`src/design/stbs_pkg.sv`:
```
`timescale 1ns / 1ps

package stbs_pkg;

    // default sizes of the table
    localparam int TABLE_DEPTH_DEF = 8192;
    localparam int KEY_BITS_DEF    = 32;

    // fixed port widths
    localparam int COUNT_W = 14;
    localparam int INDEX_W = 13;
    localparam int KEY_W   = 32;

    // controller to datapath
    typedef struct packed {
        logic wr_en;     // write one table entry from the input word
        logic start;     // load key and bounds for a new search
        logic probe;     // first table read from the loaded bounds
        logic step;      // compare read data and narrow the bounds
        logic load_out;  // move the search result into the output register
    } stbs_cmd_t;

    // datapath to controller
    typedef struct packed {
        logic empty;     // clamped entry count is zero
        logic cont;      // search goes on after this compare
    } stbs_stat_t;

endpackage

```
`src/design/stbs_ctrl.sv`:
```
`timescale 1ns / 1ps

module stbs_ctrl
    import stbs_pkg::*;
(
    input  logic       aclk,
    input  logic       aresetn,
    input  logic       s_valid,
    input  logic       s_mode,
    output logic       s_ready,
    output logic       m_valid,
    input  logic       m_ready,
    input  stbs_stat_t stat,
    output stbs_cmd_t  cmd
);

    typedef enum logic [3:0] {
        ST_IDLE   = 4'b0001,
        ST_PROBE  = 4'b0010,
        ST_CMP    = 4'b0100,
        ST_FINISH = 4'b1000
    } state_t;

    state_t state_reg, state_next;
    logic   out_valid_reg, out_valid_next;
    logic   accept;
    logic   out_free;

    assign s_ready  = (state_reg == ST_IDLE);
    assign accept   = s_valid && s_ready;
    assign out_free = !out_valid_reg || m_ready;
    assign m_valid  = out_valid_reg;

    always_comb begin
        state_next   = state_reg;
        cmd          = '0;
        cmd.wr_en    = accept && !s_mode;
        cmd.start    = accept && s_mode;
        unique case (state_reg)
            ST_IDLE: begin
                if (accept && s_mode) begin
                    state_next = stat.empty ? ST_FINISH : ST_PROBE;
                end
            end
            ST_PROBE: begin
                cmd.probe  = 1'b1;
                state_next = ST_CMP;
            end
            ST_CMP: begin
                cmd.step = 1'b1;
                if (!stat.cont) begin
                    state_next = ST_FINISH;
                end
            end
            ST_FINISH: begin
                if (out_free) begin
                    cmd.load_out = 1'b1;
                    state_next   = ST_IDLE;
                end
            end
            default: state_next = ST_IDLE;
        endcase
    end

    always_comb begin
        if (cmd.load_out) begin
            out_valid_next = 1'b1;
        end else if (m_ready) begin
            out_valid_next = 1'b0;
        end else begin
            out_valid_next = out_valid_reg;
        end
    end

    always_ff @(posedge aclk) begin
        if (!aresetn) begin
            state_reg     <= ST_IDLE;
            out_valid_reg <= 1'b0;
        end else begin
            state_reg     <= state_next;
            out_valid_reg <= out_valid_next;
        end
    end

endmodule

```
`config.mk`:
```
export PLATFORM = sky130hd
export DESIGN_NAME = stbs_ctrl
export DESIGN_NICKNAME = d
export VERILOG_FILES = /design/src/design/stbs_pkg.sv /design/src/design/stbs_ctrl.sv
export SDC_FILE = /design/constraint.sdc
export NUM_CORES = 1
export LEC_CHECK = 0
export BUFFER_PORTS_ARGS = -buffer_cell sky130_fd_sc_hd__buf_2
export CAP_MARGIN = 25
export CELL_PAD_IN_SITES_DETAIL_PLACEMENT = 0
export CELL_PAD_IN_SITES_GLOBAL_PLACEMENT = 1
export CORE_AREA = 10 10 47 49
export CTS_CLUSTER_DIAMETER = 200
export DETAILED_ROUTE_END_ITERATION = 10
export DIE_AREA = 0 0 57 59
export GPL_ROUTABILITY_DRIVEN = 0
export PLACE_DENSITY = 0.59
export SYNTH_ARGS = -nofsm -noshare
export SYNTH_HDL_FRONTEND = slang
export SYNTH_SLANG_ARGS = --single-unit
```
`constraint.sdc`:
```
create_clock -name aclk -period 3.25 [get_ports aclk]
set_input_delay 0.4875 -clock aclk [delete_from_list [all_inputs] [get_ports aclk]]
set_output_delay 0.4875 -clock aclk [all_outputs]
set_load 0.05 [all_outputs]
```
==> results.yml, run 1 <==
timing:
  fin_setup_tns_ns: 0
  setup_viol_count_final: 0
  post-route-period-util_pct: 63.1
  hold_slack_ns: 0.477
  clock.fmax_ghz: 0.488
  setup_ws_ns: 1.20
  worst_pin_slew_ns: 0.432
  finalWorstPathRequiredPeriod_ns: 2.05
  final_hold_viol_count: 0
  clock_skew_ns: 0.00383
  maxSlewViolCount: 0
  rsz0062_at_grt: "no"
  relSlewSlack_pct: 70.8
power_and_ir_drop:
  power.switching_uw: 41.1
  total_power_uw: 159
  peakVddDrop_mv: 0.142
  seq_power_share_pct: 40.8
  power.density_mw_per_mm2: 423
  internal_power_uw: 117
  p_comb_share_pct: 15.4
  p_clk_share_pct: 43.8
  swShare_pct: 25.9
  power_leakage_nw: 0.181
global_route:
  antenna_found_initial: 0
  grt_pass1_wl_mm: 1.06
  gr-total-overflow: 0
  grt_max_degree: 8
  grt_pass1_vias: 270
  grt_usage_pct: 4.05
drt:
  vias_per_cell: 4.41
  wire_per_inst_um: 11.2
  postRouteAntennaNets: 0
  drc: 0
  firstDrtPassIters: 1
  vias: 269
  totalWireLength_um: 684
  initialDrtViolationCount: 0
cells_and_area:
  finish.instance_area_um2: 375
  fill_cells: 170
  antenna_cells: 0
  final_core_util_pct: 26.8
  finalNetCount: 53
  drive_above_1_share_pct: 37.8
  layout.cells.non_filler: 61
  syn2layout_area_growth_pct: 34.5
  largest_reg_flops: 4
clocking:
  htreeDepth: 1
  hold_buffers: 0
  ctsResizeCount: 0
  cts_buffer_depth: 2
  cts_buffers: 3
  clk_latency_ns: 0.24
  post_cts_buffers: 0
  root_buffer: "clkbuf_4"
  clk_pin_slew_ns: 0.04
  cts_tree: "yes"
  cts_num_sinks: 5
placed_design:
  dpl_cell_area_um2: 349
  dp_cells: 57
  place_ws_ns: 1.45
  port_buffers: 13
  dp_hpwl_um: 574
synthesis:
  syn_inst: 30
  avgSynthCellArea_um2: 9.30
  async_reset_ff_share_pct: 0
  syn_area_um2: 279
  synth_area_leader_cell: "dfxtp_1"
  yosysMostFrequentCell: "dfxtp_1"
  ys_top_cells_by_count: "dfxtp_1, nor2b_1, buf_4, nor2_1, nor4b_1"
  ys_types: 20
  yosysSeqAreaShare_pct: 35.9
  yosysWarnings: 0
  synth-edff-count: 0
  ys_top_cells_by_area: "dfxtp_1, nor2b_1, nor4b_1"
  synth.top_cell.area_share_pct: 35.9
  ys_ff_latch: 5
  syn-num-nets: 37
  synth_top_flop_cell: "dfxtp_1"
floorplan:
  fp.dieArea_mm2: 0.00336
  die_h_um: 59
  io_pins: 14
  core_area_mm2: 0.00140
  row_count: 14
  initial_core_util_pct: 19.9
  die_x_um: 57
worst_hold_path:
  worstHoldPathType: "input port to flop"
critical_path:
  path_class: "flop to primary output"
  start_kind: "flop"
  required_ns: 2.76
  arrival_ns: 1.56
  cp_max_fo: 7
  end_kind: "primary output"
job:
  max_cap_viol_count: 0
status:
  status: "completed"
==> critical path: stages (launching register included) <==
cell	delay, ns
dfxtp_1	0.42
or4b_1	0.51
nor2b_1	0.12
buf_2	0.26
==> path summary, 6_finish.rpt <==
kind,start,endpoint,slack (ns),cells past startpoint
worst min-delay path,aresetn,state_reg[0],0.48,2
worst max register to register,state_reg[3],state_reg[3],1.99,3
worst min register to register,m_valid,m_valid,0.52,2
worst max-delay path,state_reg[3],cmd[0],1.20,3
==> cell usage in the layout (no fill, tap or decap), drive strengths merged, types with 2 or more instances in the layout <==
master | netlist | final
o21ai | 2 | 2
dfxtp | 5 | 5
nor4b | 3 | 3
nor2 | 2 | 2
buf | 2 | 13
clkbuf | 0 | 4
nor2b | 4 | 4
==> power groups by stage <==
| stage | registers [mW] | logic, mW | clock network [mW] |
|---|---|---|---|
| finish | 0.0647 | 0.0244 | 0.0695 |
| detailed placement | 0.0658 | 0.0246 | 0 |
| global route | 0.0650 | 0.0264 | 0.0770 |
| global placement | 0.0658 | 0.0248 | 0 |
| floorplan | 0.0655 | 0.0163 | 0 |
| CTS | 0.0647 | 0.0247 | 0.0723 |
==> cell families after synthesis <==
group | after synthesis | synth area share [%]
flops | 5 | 35.9
simple gates | 16 | 42.6
compound gates | 6 | 14.8
buf+inv | 3 | 6.72
==> cell type report <==
| class | count | area (µm²) | share of cell area [%] |
|---|---|---|---|
| clock buffer | 4 | 26.3 | 7.00 |
| inverter | 1 | 3.75 | 1.00 |
| multi-input combinational | 22 | 160 | 42.7 |
| sequential | 5 | 100 | 26.7 |
| tap | 16 | 20.0 | 5.33 |
| timing repair buffer | 13 | 65.1 | 17.3 |
==> per-layer routing <==
layer	track usage, %	wire length [µm]	share of wire, %
met1	3.78	294	43
met2	6.05	334	49
met3	2.36	56	8.2
met4	4.03	0	0
met5	0	0	0
Power figures use the tool's default switching activity.
==> run 2: changes to the inputs <==
- clock period: 3.25 -> 2.1 ns (I/O delays scaled with it)
==> run 2 against run 1 <==
  * Core utilization increased by 1.3 points
  * Highest routed layer unchanged
  * Hold slack got worse by 0.17 ns
  * Cell count unchanged
  * Cell area increased by 4.7%
  * Via count decreased by 1.9%
  * Clock power increased by 54%
  * Clock-buffer cell count unchanged
  * Routed wire length decreased by 0.58%
  * Clock skew about the same
  * Global-route usage increased by 0.13 points
  * Worst setup slack got worse by 1.0 ns
  * Non-clock buffer count unchanged
  * Largest power group unchanged
==> results.yml, run 2 (synthesized netlist as in run 1, its figures left out) <==
clocking:
  root_buffer: "clkbuf_4"
  cts_buffer_depth: 2
  cts_tree: "yes"
  hold_buffers: 0
  cts_num_sinks: 5
  cts_buffers: 3
  clk_latency_ns: 0.24
  clk_pin_slew_ns: 0.04
  ctsResizeCount: 0
  htreeDepth: 1
  post_cts_buffers: 0
placed_design:
  dp_hpwl_um: 579
  dp_cells: 57
  place_ws_ns: 0.420
  port_buffers: 13
  dpl_cell_area_um2: 367
critical_path:
  start_kind: "flop"
  slowest_delay_ns: 0.52
  r2r_end: "state_reg[3]"
  crit_family: "simple AND/OR/NAND/NOR gates"
  required_ns: 1.78
  cp_max_fo: 7
  path_class: "flop to primary output"
  path_cells: "or4b_1 > nor2b_1 > buf_2"
  worstReg2RegStart: "state_reg[3]"
  critical_path_buf_inv_count: 1
  end_kind: "primary output"
  r2r_setup_slack_ns: 0.80
  crit_path_top_delay_cell: "or4b_1"
  reg2reg_depth: 3
  arrival_ns: 1.60
global_route:
  grt_pass1_wl_mm: 1.10
  grt_pass1_vias: 276
  gr-total-overflow: 0
  grt_max_degree: 8
  antenna_found_initial: 0
  grt_usage_pct: 4.18
timing:
  rsz0062_at_grt: "no"
  setup_viol_count_final: 0
  worst_pin_slew_ns: 0.378
  fin_setup_tns_ns: 0
  hold_slack_ns: 0.302
  setup_ws_ns: 0.185
  clock_skew_ns: 0.00384
  clock.fmax_ghz: 0.522
  final_hold_viol_count: 0
  relSlewSlack_pct: 74.4
  finalWorstPathRequiredPeriod_ns: 1.92
  post-route-period-util_pct: 91.2
  maxSlewViolCount: 0
worst_hold_path:
  hold_path_depth: 2
  worstHoldPathType: "input port to flop"
  hp-start: "aresetn"
  min_to: "state_reg[0]"
cells_and_area:
  finalNetCount: 53
  largest_reg_flops: 4
  final_core_util_pct: 28.0
  finish.instance_area_um2: 393
  mostFrequentLayoutCells: "buf_2, dfxtp_1, nor2b_1"
  drive_above_1_share_pct: 42.2
  antenna_cells: 0
  final_common_cell: "buf_2"
  syn2layout_area_growth_pct: 40.8
  layout.cells.non_filler: 61
floorplan:
  die_h_um: 59
  fp.dieArea_mm2: 0.00336
  core_area_mm2: 0.00140
  die_x_um: 57
  row_count: 14
  io_pins: 14
  initial_core_util_pct: 19.9
power_and_ir_drop:
  power_leakage_nw: 0.193
  power.switching_uw: 64.3
  peakVddDrop_mv: 0.219
  power.density_mw_per_mm2: 630
  total_power_uw: 248
  seq_power_share_pct: 40.8
  p_clk_share_pct: 43.2
  swShare_pct: 26.0
  internal_power_uw: 183
  p_comb_share_pct: 16.0
drt:
  postRouteAntennaNets: 0
  vias: 264
  vias_per_cell: 4.33
  firstDrtPassIters: 2
  totalWireLength_um: 680
  initialDrtViolationCount: 4
  wire_per_inst_um: 11.1
  drc: 0
job:
  max_cap_viol_count: 0
status:
  status: "completed"
[run 2: area by class of cell]
cell class	count	area, µm²
repair buffers	13	65.1
flip-flops and latches	5	100
well taps	16	20.0
fillers	164	1010
clock buffers	4	26.3
inverters	1	3.75
multi-input cells	22	178
[run 2: worst reg2reg max path, cell delays in order, from the launching register on]
cell     delay, ns
dfxtp_1       0.46
or4b_1        0.52
nor2_1        0.14
o31a_1        0.13
[run 2: worst max path at each step]
stage                       from  endpoint  slack [ns]  cells after the start
floorplan           state_reg[3]    cmd[3]        0.12                      2
global placement    state_reg[3]    cmd[0]        0.43                      3
CTS                 state_reg[3]    cmd[0]        0.16                      3
finish              state_reg[3]    cmd[0]        0.18                      3
detailed placement  state_reg[3]    cmd[0]        0.42                      3
global route        state_reg[3]    cmd[0]        0.09                      3
[run 2: layer usage]
layer	share of wire, %	GRT usage (%)
met3	5.9	2.36
met2	52	6.51
met4	0	4.03
met5	0	0
met1	42	3.78
[run 2: power groups by stage]
stage	clock, mW	sequential [mW]	combinational, mW
global placement	0	0.103	0.0403
floorplan	0	0.102	0.0271
finish	0.107	0.101	0.0397
CTS	0.113	0.101	0.0402
global route	0.119	0.101	0.0425
detailed placement	0	0.103	0.0400
